===== src/hw/rtl/equirect_point_binning_core_assert.svh =====
// Assertion macros shared by the RTL files.
`ifndef EQUIRECT_POINT_BINNING_CORE_ASSERT_SVH
`define EQUIRECT_POINT_BINNING_CORE_ASSERT_SVH

// Flag a condition that must never hold at a clock edge outside reset.
`define EPB_ASSERT_NEVER(lbl, clk, rst_n, cond) \
	lbl: assert property (@(posedge clk) disable iff (!rst_n) !(cond)) \
		else $error("forbidden condition seen");

// Flag an antecedent that is not met by its consequent in the same cycle.
`define EPB_ASSERT_IMPLY(lbl, clk, rst_n, ante, cons) \
	lbl: assert property (@(posedge clk) disable iff (!rst_n) (ante) |-> (cons)) \
		else $error("implication violated");

`endif


===== src/hw/rtl/epb_pkg.sv =====
package epb_pkg;

	// Fixed-point format of the coordinate fields
	localparam int FRAC_BITS = 16;
	localparam int LAT_LIM   = 90 * (1 << FRAC_BITS);
	localparam int LON_LIM   = 180 * (1 << FRAC_BITS);

	// 360 = 45 * 2^3 and 180 = 45 * 2^2: shift off the power of two, then divide by 45
	localparam int X_SHIFT   = FRAC_BITS + 3;
	localparam int Y_SHIFT   = FRAC_BITS + 2;
	localparam int DIV_IN_W  = 18;
	// floor(x / 45) = (x * ceil(2^24 / 45)) >> 24, exact for x < 2^18
	localparam int                  DIV45_SHIFT = 24;
	localparam logic [18:0]         DIV45_MULT  = 19'd372828;

	localparam int DIM_W      = 13;
	localparam int COORD_W    = 12;
	localparam int ADDR_W     = 24;
	localparam int LIN_W      = 26;
	localparam int QDEPTH     = 8;
	localparam int QPTR_W     = 3;
	localparam int QCNT_W     = 4;

	localparam logic [DIM_W-1:0] DIM_MAX      = 13'd4096;
	localparam logic [DIM_W-1:0] WIDTH_RESET  = 13'd2560;
	localparam logic [DIM_W-1:0] HEIGHT_RESET = 13'd1440;

	localparam logic CFG_IMAGE_WIDTH  = 1'b0;
	localparam logic CFG_IMAGE_HEIGHT = 1'b1;

	typedef enum logic [1:0] {
		OP_ADD      = 2'd0,
		OP_READ     = 2'd1,
		OP_READ_CLR = 2'd2
	} op_e;

	typedef enum logic [1:0] {
		ST_OK          = 2'd0,
		ST_OFF_GLOBE   = 2'd1,
		ST_OUT_OF_GRID = 2'd2
	} status_e;

	typedef enum logic [1:0] {
		CMD_ADD,
		CMD_READ,
		CMD_READ_CLR,
		CMD_REPORT
	} cmd_e;

	typedef enum logic [1:0] {
		BK_CLEAR,
		BK_IDLE,
		BK_WAIT
	} back_state_e;

	typedef struct packed {
		cmd_e               cmd;
		status_e            status;
		logic [COORD_W-1:0] col;
		logic [COORD_W-1:0] row;
		logic [ADDR_W-1:0]  addr;
	} entry_t;

	typedef struct packed {
		logic pop;
		logic clearing;
	} bk_status_t;

	function automatic logic [DIM_W-1:0] clamp_dim(input logic [DIM_W-1:0] v);
		logic [DIM_W-1:0] r;
		if (v == '0) r = 13'd1;
		else if (v > DIM_MAX) r = DIM_MAX;
		else r = v;
		return r;
	endfunction

endpackage


===== src/hw/rtl/epb_queue.sv =====
`include "equirect_point_binning_core_assert.svh"

module epb_queue (
	input  logic            clk,
	input  logic            arst_n,
	input  logic            push,
	input  epb_pkg::entry_t wdata,
	input  logic            pop,
	output epb_pkg::entry_t head,
	output logic            empty,
	output logic            full
);

	epb_pkg::entry_t                    mem_q [epb_pkg::QDEPTH];
	logic [epb_pkg::QPTR_W-1:0]         wr_q;
	logic [epb_pkg::QPTR_W-1:0]         rd_q;
	logic [epb_pkg::QCNT_W-1:0]         cnt_q;

	assign empty = (cnt_q == '0);
	assign full  = (cnt_q == epb_pkg::QCNT_W'(epb_pkg::QDEPTH));
	assign head  = mem_q[rd_q];

	always_ff @(posedge clk or negedge arst_n) begin
		if (!arst_n) begin
			wr_q  <= '0;
			rd_q  <= '0;
			cnt_q <= '0;
		end else begin
			if (push) wr_q <= wr_q + 1'b1;
			if (pop) rd_q <= rd_q + 1'b1;
			if (push && !pop) cnt_q <= cnt_q + 1'b1;
			else if (pop && !push) cnt_q <= cnt_q - 1'b1;
		end
	end

	always_ff @(posedge clk) begin
		if (push) mem_q[wr_q] <= wdata;
	end

	`EPB_ASSERT_NEVER(a_q_overflow, clk, arst_n, push && full)
	`EPB_ASSERT_NEVER(a_q_underflow, clk, arst_n, pop && empty)

endmodule


===== config.mk =====
export PLATFORM = sky130hd
export DESIGN_NAME = epb_queue
export DESIGN_NICKNAME = d
export VERILOG_FILES = /design/src/hw/rtl/epb_pkg.sv /design/src/hw/rtl/epb_queue.sv
export VERILOG_INCLUDE_DIRS = /design/src /design/src/hw/rtl
export SDC_FILE = /design/constraint.sdc
export NUM_CORES = 1
export LEC_CHECK = 0
export ABC_CLOCK_PERIOD_IN_PS = 5900
export CORE_UTILIZATION = 50
export CTS_BUF_LIST = sky130_fd_sc_hd__clkbuf_8
export DETAILED_ROUTE_END_ITERATION = 6
export DONT_BUFFER_PORTS = 1
export GPL_TIMING_DRIVEN = 0
export PLACE_DENSITY = 0.69
export SLEW_MARGIN = 20
export SYNTH_ARGS = -nofsm -noshare
export SYNTH_HDL_FRONTEND = slang
export SYNTH_SLANG_ARGS = --single-unit

===== constraint.sdc =====
create_clock -name clk -period 5.9 [get_ports clk]
set_clock_uncertainty 0.15 [all_clocks]
set_input_delay 1.77 -clock clk [delete_from_list [all_inputs] [get_ports clk]]
set_output_delay 1.77 -clock clk [all_outputs]
set_load 0.02 [all_outputs]

## After elaboration in Yosys (flattened, before gate mapping)

Memory sizes are Yosys's and may differ from the RTL's.
Index checks and enable logic that the tools add are counted.

| word-level totals | value |
|---|---|
| register bits after elaboration | 10 |
| bits in writable memories | 416 |
| bits of input ports | 56 |
| output and inout bits | 54 |
| logic and storage cells | 19 |
| memories | 1 |

Memory list:

| name | words | bits a word | read ports | clocked after memory_dff | wr ports | line | source |
|---|---|---|---|---|---|---|---|
| mem_q | 8 | 52 | 1 | 0 | 1 | epb_queue.sv:14 | `epb_pkg::entry_t mem_q [epb_pkg::QDEPTH];` |

| cells by class | value |
|---|---|
| add/sub/neg operators | 4 |
| equal/unequal tests | 1 |
| multiplexer cells | 4 |
| reductions and logical operators | 6 |

Operators with widths:

| operator | count |
|---|---|
| $mux 4 | 2 |
| $add 3x1->3 const B | 2 |
| $add 4x1->4 const B | 1 |
| $eq 4x4->1 const B | 1 |
| $logic_not 4->1 | 1 |
| $sub 4x1->4 const B | 1 |
| $logic_and 1x1->1 | 2 |
| $logic_not 1->1 | 2 |
| $mux 1 | 2 |
| $reduce_bool 2->1 | 1 |

## Longest topological paths before layout

| depth | value |
|---|---|
| word-level depth | 4 |
| gate-level depth with buffers | 7 |
| depth with buffers taken out | 7 |

## Worst setup path before layout

OpenSTA, ideal clock, no wires.

| path | value |
|---|---|
| path kind | input -> register |
| start | in push |
| end | mem mem_q[0][0] (netlist bit), enable pin |
| data arrival time | 5,411 ps |
| required time | 5,224 ps |
| path slack | -187 ps |
| cell stages on the path | 2 |
| cells stage by stage | nand2b_1 -> nor3_1 |

| on the way | value |
|---|---|
| word-level cells in the longest chain between the ends | 2 |

RTL lines:

| what | line | source |
|---|---|---|
| start, declared | epb_queue.sv:6 | `input logic push,` |
| $mux 1 | epb_queue.sv:37 | `if (push) mem_q[wr_q] <= wdata;` |
| $mux 1 (not written as such) | epb_queue.sv:37 |  |
| end, declared | epb_queue.sv:14 |  |

Every way passes these cells.

==> results.json <==
{
  "run_status": "finished with violations",
  "failed_checks": "design-rule violations",
  "fin_area_um2": 18700,
  "final_setup_violating_endpoints": 0,
  "hold_path_depth": 1,
  "cts-root-buf": "sky130_fd_sc_hd__clkbuf_8",
  "startpoint_type": "flip-flop",
  "regToRegSetupSlack_ps": 3350,
  "worstPathMaxFanout": 10,
  "rr_startpoint": "wr_q[1]",
  "clock_sink_count": 426,
  "final_core_utilization_pct": 57.8,
  "regToRegEndpoint": "mem_q[0][28]",
  "die_x_um": 183,
  "io_buffer_count": 0,
  "first_pass_grt_wire_length_um": 47200,
  "totalWireLength_um": 31500,
  "cts-htree-levels": 3,
  "cts_hold_buf": 0,
  "p_clk_share_pct": 23.2,
  "insertion_delay_ps": 570,
  "pwr-share-seq_pct": 42.1,
  "postSynthNetCount": 724,
  "floorplan.die_area_um2": 33600,
  "synth.area.top_cells": "sky130_fd_sc_hd__edfxtp_1, sky130_fd_sc_hd__mux4_2, sky130_fd_sc_hd__mux2_4",
  "grt_overflow": 0,
  "drive_gt1_share_pct": 35.8,
  "startpoint_of_the_worst_hold_path": "wr_q[1]",
  "via_count": 7078,
  "criticalPathCategory": "flip-flop to output pin",
  "cts_tree": "built",
  "min_to": "wr_q[1]",
  "initial_antenna_violation_count": 0,
  "post_cts_resized": 0,
  "route.antenna.remaining_nets": 0,
  "synthDistinctLibCells": 31,
  "tightestPinTransition_ps": 997,
  "static-leakage-power_nw": 6.14,
  "worst_vdd_ir_mv": 0.196,
  "hold_slack_ps": 416,
  "async_flop_share_pct": 2.35,
  "cp.required_ps": 3980,
  "drt-vias-per-instance": 5.70,
  "fp.dieH_um": 183,
  "antenna_cells": 0,
  "initial_core_util_pct": 50.7,
  "internal_power_w": 0.00642,
  "routed_wire_length_per_instance_um": 25.4,
  "dp_worst_setup_slack_ps": 1770,
  "synthesis.instances": 662,
  "post_cts.repair.setup_buffers": 0,
  "yosysSeqAreaShare_pct": 77.5,
  "pin_count_of_the_biggest_net_entering_global_routing": 21,
  "max_clock_freq_mhz": 215,
  "cap_viol_max_count": 0,
  "core_region_area_um2": 32500,
  "hold_path_class": "flip-flop to flip-flop",
  "netSwitchingPower_w": 0.00291,
  "worst_slew_margin_rel_pct": 32.6,
  "worstPathArrival_ps": 2730,
  "cp-end-kind": "output pin",
  "synth_top_flop_cell": "sky130_fd_sc_hd__edfxtp_1",
  "final.min_clock_period_ps": 4650,
  "timing_hold_violations_final": 0,
  "detailedRoute.firstIterationViolations": 714,
  "p_sw_share_pct": 31.2,
  "area_growth_pct": 14.0,
  "path_clk_slew_ps": 60,
  "maxSlewViolCount": 0,
  "power_density_nw_per_um2": 498,
  "synthesis.yosys.warnings": 0,
  "route.detailed.drc": 2,
  "combinationalPowerShare_pct": 34.7,
  "synth_top_area_cell": "sky130_fd_sc_hd__edfxtp_1",
  "synth_largest_type_area_fraction_pct": 76.0,
  "ioPinCount": 110,
  "combined_area_of_all_synthesized_cells_um2": 16400,
  "instance_area_at_placement_um2": 17600,
  "synthesized_area_divided_by_synthesized_cell_count_um2": 24.8,
  "detail_route.first_pass.iterations": 7,
  "post-route-period-util_pct": 78.8,
  "number_of_cts_inserted_buffers": 67,
  "postSynthRegisterBits": 426,
  "routabilityCongestion": 0.702,
  "num_rows": 66,
  "synth_edf_count": 416,
  "ctsLongestPathBuffers": 3,
  "number_of_global_route_vias_before_repair": 7619,
  "gr-usage-all-layers_pct": 19.6,
  "num-nets-final": 818,
  "grt_setup_unrepaired": "false",
  "post-dp-hpwl_um": 19800,
  "worst_r2r_path_depth": 6,
  "post-route-worst-setup-slack_ps": 1250
}
==> cell type report <==
class | instances | area [um^2]
repair buffers | 25 | 529
well taps | 442 | 553
plain buffers | 31 | 236
clock inverters | 40 | 166
multi-input cells | 203 | 3520
inverters | 2 | 7.51
flip-flops and latches | 426 | 12700
clock buffers | 72 | 991
fillers | 2228 | 13700
==> critical path: stages, from the launching register on <==
cell and delay (ps):
sky130_fd_sc_hd__dfrtp_1 350, sky130_fd_sc_hd__clkbuf_1 390, sky130_fd_sc_hd__clkbuf_1 640, sky130_fd_sc_hd__mux4_2 410
sky130_fd_sc_hd__mux2_2 370
==> how the worst max path moves through the flow <==
stage,start,end,slack [ps]
after floorplan,push,mem_q[1][0],1210
after global placement,push,mem_q[3][29],-1170
after detailed placement,rd_q[1],head[44],1770
after CTS,rd_q[1],head[36],1130
after global routing,rd_q[1],head[44],1130
final,rd_q[1],head[44],1250
==> registers in the layout (all words and copies together), names as in the netlist <==
name / flops
mem_q: 416
rd_q: 3
cnt_q: 4
wr_q: 3
==> synthesized netlist by cell type, types with 3 or more instances <==
cell                       count
sky130_fd_sc_hd__mux2_4       43
sky130_fd_sc_hd__buf_12        6
sky130_fd_sc_hd__mux4_2       99
sky130_fd_sc_hd__buf_2        12
sky130_fd_sc_hd__nor2_1        6
sky130_fd_sc_hd__dfrtp_1      10
sky130_fd_sc_hd__nand2b_1      3
sky130_fd_sc_hd__mux4_1        5
sky130_fd_sc_hd__clkbuf_1      7
sky130_fd_sc_hd__ha_1          5
sky130_fd_sc_hd__nor3_1        3
sky130_fd_sc_hd__nand2_1       6
sky130_fd_sc_hd__xnor2_1       4
sky130_fd_sc_hd__buf_1         5
sky130_fd_sc_hd__edfxtp_1    416
sky130_fd_sc_hd__mux2_2       12
==> power by group through the flow <==
| stage | logic, W | clock network (W) | registers, W |
|---|---|---|---|
| 2_1_floorplan | 0.00246 | 0 | 0.00397 |
| 4_1_cts | 0.00333 | 0.00221 | 0.00393 |
| 3_3_place_gp | 0.00307 | 0 | 0.00402 |
| 3_5_place_dp | 0.00332 | 0 | 0.00399 |
| 6_report | 0.00324 | 0.00216 | 0.00393 |
| 5_1_grt | 0.00344 | 0.00235 | 0.00396 |
==> cells by family (layout without fill, tap and decap cells) <==
family | Yosys count | in the layout | share of synthesized area (%)
AO/OA/AOI/OAI | 6 | 6 | 0.251
XOR/XNOR | 6 | 6 | 0.320
adder cells (fa/ha/maj) | 6 | 6 | 0.502
buffers and inverters | 33 | 170 | 1.48
flip-flops | 426 | 426 | 77.5
multiplexers | 160 | 160 | 19.2
AND/OR/NAND/NOR | 25 | 25 | 0.761
==> layout by cell type (no fill, tap or decap), types with 3 or more instances in the layout <==
| cell | instances |
|---|---|
| sky130_fd_sc_hd__dfrtp_1 | 10 |
| sky130_fd_sc_hd__edfxtp_1 | 416 |
| sky130_fd_sc_hd__buf_16 | 11 |
| sky130_fd_sc_hd__clkbuf_8 | 72 |
| sky130_fd_sc_hd__nand2_1 | 6 |
| sky130_fd_sc_hd__mux2_4 | 43 |
| sky130_fd_sc_hd__clkinv_2 | 6 |
| sky130_fd_sc_hd__xnor2_1 | 4 |
| sky130_fd_sc_hd__mux4_2 | 99 |
| sky130_fd_sc_hd__clkinv_1 | 11 |
| sky130_fd_sc_hd__buf_2 | 12 |
| sky130_fd_sc_hd__clkbuf_1 | 7 |
| sky130_fd_sc_hd__mux2_2 | 12 |
| sky130_fd_sc_hd__buf_1 | 5 |
| sky130_fd_sc_hd__inv_1 | 23 |
| sky130_fd_sc_hd__ha_1 | 5 |
| sky130_fd_sc_hd__mux4_1 | 5 |
| sky130_fd_sc_hd__buf_12 | 10 |
| sky130_fd_sc_hd__nand2b_1 | 3 |
| sky130_fd_sc_hd__nor2_4 | 6 |
| sky130_fd_sc_hd__buf_8 | 9 |
==> metal layers <==
layer | track usage [%] | vias up | routed length, um
li1 | - | 3023 | -
met1 | 25.3 | 3774 | 12800
met2 | 32.6 | 236 | 16100
met3 | 5.32 | 45 | 2020
met4 | 6.33 | 0 | 636
met5 | 0 | - | 0
==> through the flow <==
step / TNS, ps / total power (W) / std cells
after floorplan: 0 / 0.00643 / 662
after global placement: -416290 / 0.00709 / 1104
after detailed placement: 0 / 0.00731 / 1129
after CTS: 0 / 0.00947 / 1241
after global routing: 0 / 0.00975 / 1241
final: 0 / 0.00933 / 1241
Note: power is estimated with default switching activity, not from simulation.
