===== config.mk =====
export PLATFORM = sky130hd
export DESIGN_NAME = epb_front
export DESIGN_NICKNAME = d
export VERILOG_FILES = /design/src/hw/rtl/epb_pkg.sv /design/src/hw/rtl/epb_front.sv
export VERILOG_INCLUDE_DIRS = /design/src /design/src/hw/rtl
export SDC_FILE = /design/constraint.sdc
export NUM_CORES = 2
export LEC_CHECK = 0
export BUFFER_PORTS_ARGS = -buffer_cell sky130_fd_sc_hd__buf_4
export CAP_MARGIN = 30
export CORE_MARGIN = 10
export CORE_UTILIZATION = 45
export DETAILED_ROUTE_END_ITERATION = 8
export PLACE_DENSITY = 0.68
export SYNTH_ARGS = -nofsm -noshare
export SYNTH_HDL_FRONTEND = slang
export SYNTH_SLANG_ARGS = --single-unit
export TNS_END_PERCENT = 1

===== constraint.sdc =====
create_clock -name clk -period 7.1 [get_ports clk]
set_input_delay 0.71 -clock clk [delete_from_list [all_inputs] [get_ports clk]]
set_output_delay 0.71 -clock clk [all_outputs]
set_load 0.005 [all_outputs]

===== src/hw/rtl/equirect_point_binning_core_assert.svh =====
// Assertion macros shared by the RTL files.
`ifndef EQUIRECT_POINT_BINNING_CORE_ASSERT_SVH
`define EQUIRECT_POINT_BINNING_CORE_ASSERT_SVH

// Flag a condition that must never hold at a clock edge outside reset.
`define EPB_ASSERT_NEVER(lbl, clk, rst_n, cond) \
	lbl: assert property (@(posedge clk) disable iff (!rst_n) !(cond)) \
		else $error("forbidden condition seen");

// Flag an antecedent that is not met by its consequent in the same cycle.
`define EPB_ASSERT_IMPLY(lbl, clk, rst_n, ante, cons) \
	lbl: assert property (@(posedge clk) disable iff (!rst_n) (ante) |-> (cons)) \
		else $error("implication violated");

`endif


===== src/hw/rtl/epb_pkg.sv =====
package epb_pkg;

	// Fixed-point format of the coordinate fields
	localparam int FRAC_BITS = 16;
	localparam int LAT_LIM   = 90 * (1 << FRAC_BITS);
	localparam int LON_LIM   = 180 * (1 << FRAC_BITS);

	// 360 = 45 * 2^3 and 180 = 45 * 2^2: shift off the power of two, then divide by 45
	localparam int X_SHIFT   = FRAC_BITS + 3;
	localparam int Y_SHIFT   = FRAC_BITS + 2;
	localparam int DIV_IN_W  = 18;
	// floor(x / 45) = (x * ceil(2^24 / 45)) >> 24, exact for x < 2^18
	localparam int                  DIV45_SHIFT = 24;
	localparam logic [18:0]         DIV45_MULT  = 19'd372828;

	localparam int DIM_W      = 13;
	localparam int COORD_W    = 12;
	localparam int ADDR_W     = 24;
	localparam int LIN_W      = 26;
	localparam int QDEPTH     = 8;
	localparam int QPTR_W     = 3;
	localparam int QCNT_W     = 4;

	localparam logic [DIM_W-1:0] DIM_MAX      = 13'd4096;
	localparam logic [DIM_W-1:0] WIDTH_RESET  = 13'd2560;
	localparam logic [DIM_W-1:0] HEIGHT_RESET = 13'd1440;

	localparam logic CFG_IMAGE_WIDTH  = 1'b0;
	localparam logic CFG_IMAGE_HEIGHT = 1'b1;

	typedef enum logic [1:0] {
		OP_ADD      = 2'd0,
		OP_READ     = 2'd1,
		OP_READ_CLR = 2'd2
	} op_e;

	typedef enum logic [1:0] {
		ST_OK          = 2'd0,
		ST_OFF_GLOBE   = 2'd1,
		ST_OUT_OF_GRID = 2'd2
	} status_e;

	typedef enum logic [1:0] {
		CMD_ADD,
		CMD_READ,
		CMD_READ_CLR,
		CMD_REPORT
	} cmd_e;

	typedef enum logic [1:0] {
		BK_CLEAR,
		BK_IDLE,
		BK_WAIT
	} back_state_e;

	typedef struct packed {
		cmd_e               cmd;
		status_e            status;
		logic [COORD_W-1:0] col;
		logic [COORD_W-1:0] row;
		logic [ADDR_W-1:0]  addr;
	} entry_t;

	typedef struct packed {
		logic pop;
		logic clearing;
	} bk_status_t;

	function automatic logic [DIM_W-1:0] clamp_dim(input logic [DIM_W-1:0] v);
		logic [DIM_W-1:0] r;
		if (v == '0) r = 13'd1;
		else if (v > DIM_MAX) r = DIM_MAX;
		else r = v;
		return r;
	endfunction

endpackage


===== src/hw/rtl/epb_front.sv =====
`include "equirect_point_binning_core_assert.svh"

module epb_front #(
	parameter int MAX_BINS = 4194304
) (
	input  logic                          clk,
	input  logic                          arst_n,
	input  logic                          start,
	output logic                          busy,
	input  logic [1:0]                    operation,
	input  logic signed [23:0]            latitude,
	input  logic signed [24:0]            longitude,
	input  logic [21:0]                   bin_index,
	input  logic [epb_pkg::DIM_W-1:0]     width,
	input  logic [epb_pkg::DIM_W-1:0]     height,
	input  epb_pkg::bk_status_t           bk_st,
	output logic                          push,
	output epb_pkg::entry_t               entry
);

	localparam int LW = epb_pkg::LIN_W;
	localparam int CW = epb_pkg::COORD_W;
	localparam int DW = epb_pkg::DIM_W;
	localparam int QW = epb_pkg::DIV_IN_W;
	localparam logic signed [LW-1:0] LAT_LIM_W = LW'(epb_pkg::LAT_LIM);
	localparam logic signed [LW-1:0] LON_LIM_W = LW'(epb_pkg::LON_LIM);
	localparam logic [LW-1:0]        BINS_W    = LW'(MAX_BINS);

	logic                           accept;
	logic [epb_pkg::QCNT_W-1:0]     occ_q;

	// stage 1: captured request
	logic                   v_s1;
	logic [1:0]             op_s1;
	logic signed [23:0]     lat_s1;
	logic signed [24:0]     lon_s1;
	logic [21:0]            idx_s1;
	// stage 2: scaled numerators
	logic                   v_s2, off_s2;
	logic [1:0]             op_s2;
	logic [21:0]            idx_s2;
	logic [37:0]            px_s2;
	logic [36:0]            py_s2;
	logic [LW-1:0]          cells_s2;
	// stage 3: reciprocal products
	logic                   v_s3, off_s3, oor_s3;
	logic [1:0]             op_s3;
	logic [21:0]            idx_s3;
	logic [36:0]            qx_s3, qy_s3;
	// stage 4: clamped coordinates
	logic                   v_s4, off_s4, oor_s4;
	logic [1:0]             op_s4;
	logic [21:0]            idx_s4;
	logic [CW-1:0]          col_s4, row_s4;
	// stage 5: linear address
	logic                   v_s5, off_s5, oor_s5;
	logic [1:0]             op_s5;
	logic [21:0]            idx_s5;
	logic [CW-1:0]          col_s5, row_s5;
	logic [LW-1:0]          addr_s5;

	logic signed [LW-1:0]   lat_w, lon_w, ux, uy;
	logic                   off_c;
	logic [DW-1:0]          colq_c, rowq_c;

	assign accept = start && !busy;
	assign busy   = bk_st.clearing || (occ_q == epb_pkg::QCNT_W'(epb_pkg::QDEPTH));

	// outstanding requests: accepted and not yet taken by the back end
	always_ff @(posedge clk or negedge arst_n) begin
		if (!arst_n) begin
			occ_q <= '0;
		end else if (accept && !bk_st.pop) begin
			occ_q <= occ_q + 1'b1;
		end else if (bk_st.pop && !accept) begin
			occ_q <= occ_q - 1'b1;
		end
	end

	always_comb begin
		lat_w = LW'(lat_s1);
		lon_w = LW'(lon_s1);
		off_c = (lat_w < -LAT_LIM_W) || (lat_w > LAT_LIM_W) ||
			(lon_w < -LON_LIM_W) || (lon_w > LON_LIM_W);
		ux    = lon_w + LON_LIM_W;
		uy    = LAT_LIM_W - lat_w;
	end

	always_comb begin
		colq_c = qx_s3[epb_pkg::DIV45_SHIFT +: DW];
		rowq_c = qy_s3[epb_pkg::DIV45_SHIFT +: DW];
	end

	always_ff @(posedge clk or negedge arst_n) begin
		if (!arst_n) begin
			v_s1 <= 1'b0;
			v_s2 <= 1'b0;
			v_s3 <= 1'b0;
			v_s4 <= 1'b0;
			v_s5 <= 1'b0;
		end else begin
			v_s1 <= accept;
			v_s2 <= v_s1;
			v_s3 <= v_s2;
			v_s4 <= v_s3;
			v_s5 <= v_s4;
		end
	end

	always_ff @(posedge clk) begin
		if (accept) begin
			op_s1  <= operation;
			lat_s1 <= latitude;
			lon_s1 <= longitude;
			idx_s1 <= bin_index;
		end
		op_s2    <= op_s1;
		idx_s2   <= idx_s1;
		off_s2   <= off_c;
		px_s2    <= 38'(ux[24:0]) * 38'(width);
		py_s2    <= 37'(uy[23:0]) * 37'(height);
		cells_s2 <= LW'(width) * LW'(height);

		op_s3  <= op_s2;
		idx_s3 <= idx_s2;
		off_s3 <= off_s2;
		oor_s3 <= (LW'(idx_s2) >= cells_s2) || (LW'(idx_s2) >= BINS_W);
		qx_s3  <= 37'(px_s2[epb_pkg::X_SHIFT +: QW]) * 37'(epb_pkg::DIV45_MULT);
		qy_s3  <= 37'(py_s2[epb_pkg::Y_SHIFT +: QW]) * 37'(epb_pkg::DIV45_MULT);

		// clamp the east edge and the south pole onto the last column or row
		op_s4  <= op_s3;
		idx_s4 <= idx_s3;
		off_s4 <= off_s3;
		oor_s4 <= oor_s3;
		col_s4 <= (colq_c >= width) ? CW'(width - 1'b1) : CW'(colq_c);
		row_s4 <= (rowq_c >= height) ? CW'(height - 1'b1) : CW'(rowq_c);

		op_s5   <= op_s4;
		idx_s5  <= idx_s4;
		off_s5  <= off_s4;
		oor_s5  <= oor_s4;
		col_s5  <= col_s4;
		row_s5  <= row_s4;
		addr_s5 <= LW'(row_s4) * LW'(width) + LW'(col_s4);
	end

	// classify into a back-end command
	always_comb begin
		entry.cmd    = epb_pkg::CMD_REPORT;
		entry.status = epb_pkg::ST_OK;
		entry.col    = '0;
		entry.row    = '0;
		entry.addr   = '0;
		if (op_s5 == epb_pkg::OP_ADD) begin
			if (off_s5) begin
				entry.status = epb_pkg::ST_OFF_GLOBE;
			end else if (addr_s5 >= BINS_W) begin
				entry.status = epb_pkg::ST_OUT_OF_GRID;
				entry.col    = col_s5;
				entry.row    = row_s5;
			end else begin
				entry.cmd  = epb_pkg::CMD_ADD;
				entry.col  = col_s5;
				entry.row  = row_s5;
				entry.addr = addr_s5[epb_pkg::ADDR_W-1:0];
			end
		end else if (oor_s5) begin
			entry.status = epb_pkg::ST_OUT_OF_GRID;
		end else begin
			entry.cmd  = (op_s5 == epb_pkg::OP_READ_CLR) ? epb_pkg::CMD_READ_CLR
				: epb_pkg::CMD_READ;
			entry.addr = epb_pkg::ADDR_W'(idx_s5);
		end
	end

	assign push = v_s5;

	`EPB_ASSERT_IMPLY(a_push_counted, clk, arst_n, push, occ_q != '0)

endmodule


# [After elaboration in Yosys (flattened, before gate mapping)]
# Index checks and enable logic that the tools add are counted.
[op_classes] add_sub_neg=7 magnitude_cmp=8 n_reduce_logical=12 mul=6 n_eq_ne=2 n_bitwise=0 div=0 muxes=17 shifts=0
[op_table] op="two-way mux 24 bit" n=3
[op_table] op="multiplier 18 x 17 -> 35 bit, second input constant" n=2
[op_table] op="two-way mux 48 bit" n=1
[op_table] op="multiplier 25 x 13 -> 37 bit" n=1
[op_table] op="multiplier 24 x 13 -> 36 bit" n=1
[op_table] op="adder 25 x 12 -> 26 bit" n=1
[op_table] op=">= comparator 13 bit" n=2
[op_table] op=">= comparator 22 x 26 -> 1 bit" n=1
[op_table] op=">= comparator 26 x 23 -> 1 bit, second input constant" n=1
[op_table] op="multiplier 13 x 13 -> 26 bit" n=1
[op_table] op="adder 25 bit, second input constant" n=1
[op_table] op="greater-than comparator 25 bit, second input constant" n=1
[op_table] op="< comparator 25 bit, second input constant" n=1
[op_table] op="multiplier 12 x 13 -> 25 bit" n=1
[op_table] op="greater-than comparator 24 bit, second input constant" n=1
[op_table] op="< comparator 24 bit, second input constant" n=1
[op_table] op="two-way mux 12 bit" n=2
[op_table] op="subtractor 12 x 1 -> 12 bit, second input constant" n=2
[op_table] op="subtractor 24 bit, first input constant" n=1
[op_table] op="two-way mux 22 bit" n=1
[op_table] op="two-way mux 2 bit" n=7
[op_table] op="two-way mux 4 bit" n=3
[op_table] op="adder 4 x 1 -> 4 bit, second input constant" n=1
[op_table] op="equality test 4 bit, second input constant" n=1
[op_table] op="other kinds (7)" n=14
[totals] regBits=428 output_inout_bits=54 rom_bits=0 mem_count=0 wordCells=87 mem_bits_rw=0 in_bits=104 latch_bits=0

# [Depth between registers and ports, before layout]
[depth] ltp_word=8 ltp_mapped=29 depth_no_buf=28

# [Worst setup path after synthesis]
# No wires, ideal clock.
[synth_timing] path_kind="reg-to-reg" from="register lat_s1[10]" to="register py_s2[35]" slack_ns=0.038 synth_period_minus_slack_ns=7.062 required_time_ns=6.980 arrival_time_ns=6.942 setup_ns=0.120 stages_incl_launch_ff=28 path_cell_list="edfxtp_1 or4_4 nor3_2 or2b_1 o21ai_1 nand2b_1 a31oi_1 xnor2_1 nor2_1 fa_1 inv_1 fa_1 inv_1 fa_1 fa_1 inv_1 fa_1 inv_1 ha_1 a21o_1 a21o_1 a221o_1 a21o_1 a22oi_1 nand3_1 a31o_2 a21oi_1 xnor2_1"
[synth_between] elab_chain_cells=2
[synth_rtl] element="start: declaration" line="epb_front.sv:35" text="logic signed [23:0] lat_s1;"
[synth_rtl] element="start signal: assignment" line="epb_front.sv:113" text="lat_s1 <= latitude;"
[synth_rtl] element="subtractor 24 bit" line="epb_front.sv:86" text="uy = LAT_LIM_W - lat_w;"
[synth_rtl] element="multiplier 24 x 13 -> 36 bit" line="epb_front.sv:121" text="py_s2 <= 37'(uy[23:0]) * 37'(height);"
[synth_rtl] element="end signal: assignment" line="epb_front.sv:121"
[synth_rtl] element="end: declaration" line="epb_front.sv:43" text="logic [36:0] py_s2;"
# No other way between the ends.
# A chain may end at the register's enable or synchronous reset.

# [Final worst setup path]
[layout_timing] from="register lat_s1[12]" to="register py_s2[35]"
# The elaborated chain is that of the path after synthesis.

==> metrics <==
status completed; Hold EP lat_s1[22]$_DFFE_PP_; Slew @ Worst Pin around 1000 ps; fin crit share a little over nine tenths; CP Capture Type register; Post-DP HPWL roughly 100000 µm; NumNets Final approximately 7000; largest net degree at the start of global routing 50; Gate Count Post-Synth between 5000 and 6000; Die X 352 µm; DR iter-0 viols between 2000 and 2500; Starting Density a little under half; Reg2Reg Launch Point lat_s1[12]$_DFFE_PP_; sequential area share after synthesis roughly 16%; overall routing resource usage between 20% and 30%; synth unique cells 75; cells on worst reg2reg path 27; Multi-input gate area roughly 37000 µm²; HP Start latitude[22]; RSZ-0062 raised after global routing true; most frequent CP cell fa_1; Rows ~120; Die H 352 µm; antenna violations before repair 6; Layout fillers 10100; CTS root buf clkbuf_16; TritonCTS clock tree done; number of buffers created by CTS 40; Syn Area/Cell roughly 9.7 µm²; Setup-failing EPs final 0; Main synth FF type dfxtp_1; Final Wtd Congestion between 0.9 and 1; critical path's slowest cell or4_4; crit path DAT ~7400 ps; Layout area overhead 9.47%; ANT cells 0; worst hold path type primary input to register; Worst Setup Start Kind register; max_cap viols 0; design area about 54000 µm²; Worst-Skew Late Latency a little over 600 ps; Max Buffers Root-to-Sink 3; Clock transition at path regs approximately 60 ps; final max-slew violation count 0; post-DR vias/cell 5.12; setup TNS 0 ps; iteration count of the initial detailed-routing pass 5; Hold Path Stages 1; Buffers on Ports between 150 and 200; DIE AREA between 100000 and 150000 µm²; final wirelength approximately 130000 µm; placed cell area around 53000 µm²; Reg area between 7000 and 8000 µm²; r2r setup slk roughly 230 ps; vias in the first global route about 37000; H-tree Lvls 2; Via Count roughly 35000; share of cells above drive strength 1 just over 7%; first-pass GRT wire length 202000 µm; Yosys warning total 0; core area approximately 110000 µm²; Worst R2R End py_s2[35]$_DFF_P_; flops & latches, synth around 350; Tmin final 6870 ps; clk_skew 14.4 ps; CP Max Fanout 5; DRT antenna net count 0; Largest stage delay, worst path about 580 ps; clk sinks between 300 and 400; Routed WL per cell ~19 µm; IO Count ~160; Synth async-reset ratio 2.59%; Syn Std Cell Area between 40000 and 50000 µm²; most common cell after layout, fill and taps aside inv_1; CP required between 7000 and 8000 ps; Post-synth EDFFs 73; drt drc 0; final hold vios 0; commonest cells after routing, fill and taps aside inv_1, fa_1, ha_1; Crit Path Category register to register; grt total ovfl 0; Peak Freq between 100 and 150 MHz; Slew HR 31.6%
## layer usage
metal	GRT usage, %	up-vias	share of wire [%]
li1	-	15800	-
met1	26.9	17500	42
met2	35.6	1057	49
met3	2.98	211	6.6
met4	5.37	6	2.7
met5	0	-	0.027
## how the worst max path moves through the flow
stage | startpoint | to | slack (ps) | cells after the start
finish | lat_s1[12]$_DFFE_PP_ | py_s2[35]$_DFF_P_ | 230 | 27
CTS | lat_s1[10]$_DFFE_PP_ | py_s2[35]$_DFF_P_ | 20 | 27
detailed placement | lat_s1[10]$_DFFE_PP_ | py_s2[35]$_DFF_P_ | -40 | 27
global route | lat_s1[12]$_DFFE_PP_ | py_s2[35]$_DFF_P_ | -50 | 24
global placement | lat_s1[10]$_DFFE_PP_ | py_s2[35]$_DFF_P_ | -30 | 27
floorplan | lat_s1[10]$_DFFE_PP_ | py_s2[35]$_DFF_P_ | 40 | 27
## critical path, delay by kind of cell (launching register included)
| kind | cells | cell delay [ps] |
|---|---|---|
| DFF | 1 | 390 |
| xor gates and xnor gates | 2 | 160 |
| and+or+nand+nor | 8 | 1810 |
| adders and majority gates | 6 | 2690 |
| AOI/OAI and AO/OA | 6 | 1300 |
| buffers and inverters | 5 | 410 |
## cell usage after synthesis (5+ instances only)
master	count	area, µm²
or2_2	6	37.5
nand2_1	572	2150
clkinv_1	10	37.5
nor3_1	39	195
nor2_1	193	724
xor2_1	55	482
buf_1	12	45.0
mux2_2	11	124
nor4_1	13	81.3
and3_1	11	68.8
o2111ai_1	6	52.6
xnor2_1	106	928
a211oi_1	14	105
clkbuf_1	181	679
fa_1	925	18500
o21bai_1	16	120
nor2b_1	12	75.1
or3_1	11	68.8
and2_1	334	2090
o31ai_1	7	52.6
a21boi_0	5	37.5
o211ai_1	21	158
and4_1	7	61.3
nand4_1	29	181
o21ai_0	45	225
a21oi_1	91	455
edfxtp_1	73	2190
nand2b_1	25	156
a22o_1	22	193
o21a_1	40	300
nand3_1	40	200
inv_1	1171	4400
a21o_1	56	420
dfrtp_1	9	225
a31oi_1	12	75.1
dfxtp_1	265	5310
ha_1	615	7690
## what timing repair did
action	CTS	global route
buffers inserted	1	4
setup endpoints to repair	1	7
hold buffers	1	0
resized for setup	2	20
pin swaps	0	14
endpoints found under the hold margin	9	0
## registers in the layout, indices dropped and copies added (netlist names), 22 cells and up
signal	flops
addr_s5	26
cells_s2	26
lon_s1	25
lat_s1	24
idx_s1	22
idx_s2	22
idx_s3	22
idx_s4	22
idx_s5	22
## metrics by stage
step,worst slack (ps),hold WS [ps],cells,utilization [%]
finish,231,277,6755,49.7
floorplan,38.0,310,5132,-
detailed placement,-39.3,312,6674,48.2
global placement,-26.9,310,6667,48.2
global route,-52.8,251,6755,49.7
CTS,21.3,241,6750,49.5
## kinds of logic (layout without fill, tap and decap cells)
logic type               Yosys count  after routing  share of synthesized area (%)
adder cells (fa/ha/maj)         1540           1540                           52.9
buffers and inverters           1376           1523                           10.4
AND/OR/NAND/NOR                 1308           1308                           12.6
AO/OA/AOI/OAI                    383            383                           5.35
flip-flops                       347            347                           15.6
XOR/XNOR                         161            161                           2.85
multiplexers                      15             15                          0.331
other                              1              2                        0.00757
## layout make-up
cell class / instances / area share, %
clock buffers: 54 / 2.05
repair buffers: 268 / 3.73
multi-input cells: 3409 / 67.9
well taps: 1476 / 3.40
clock inverters: 20 / 0.549
flip-flops and latches: 347 / 14.2
inverters: 1181 / 8.17
Power is left out: the tool's default activity adds up to more than one toggle a clock period on the data nets, which glitch-free logic cannot reach.
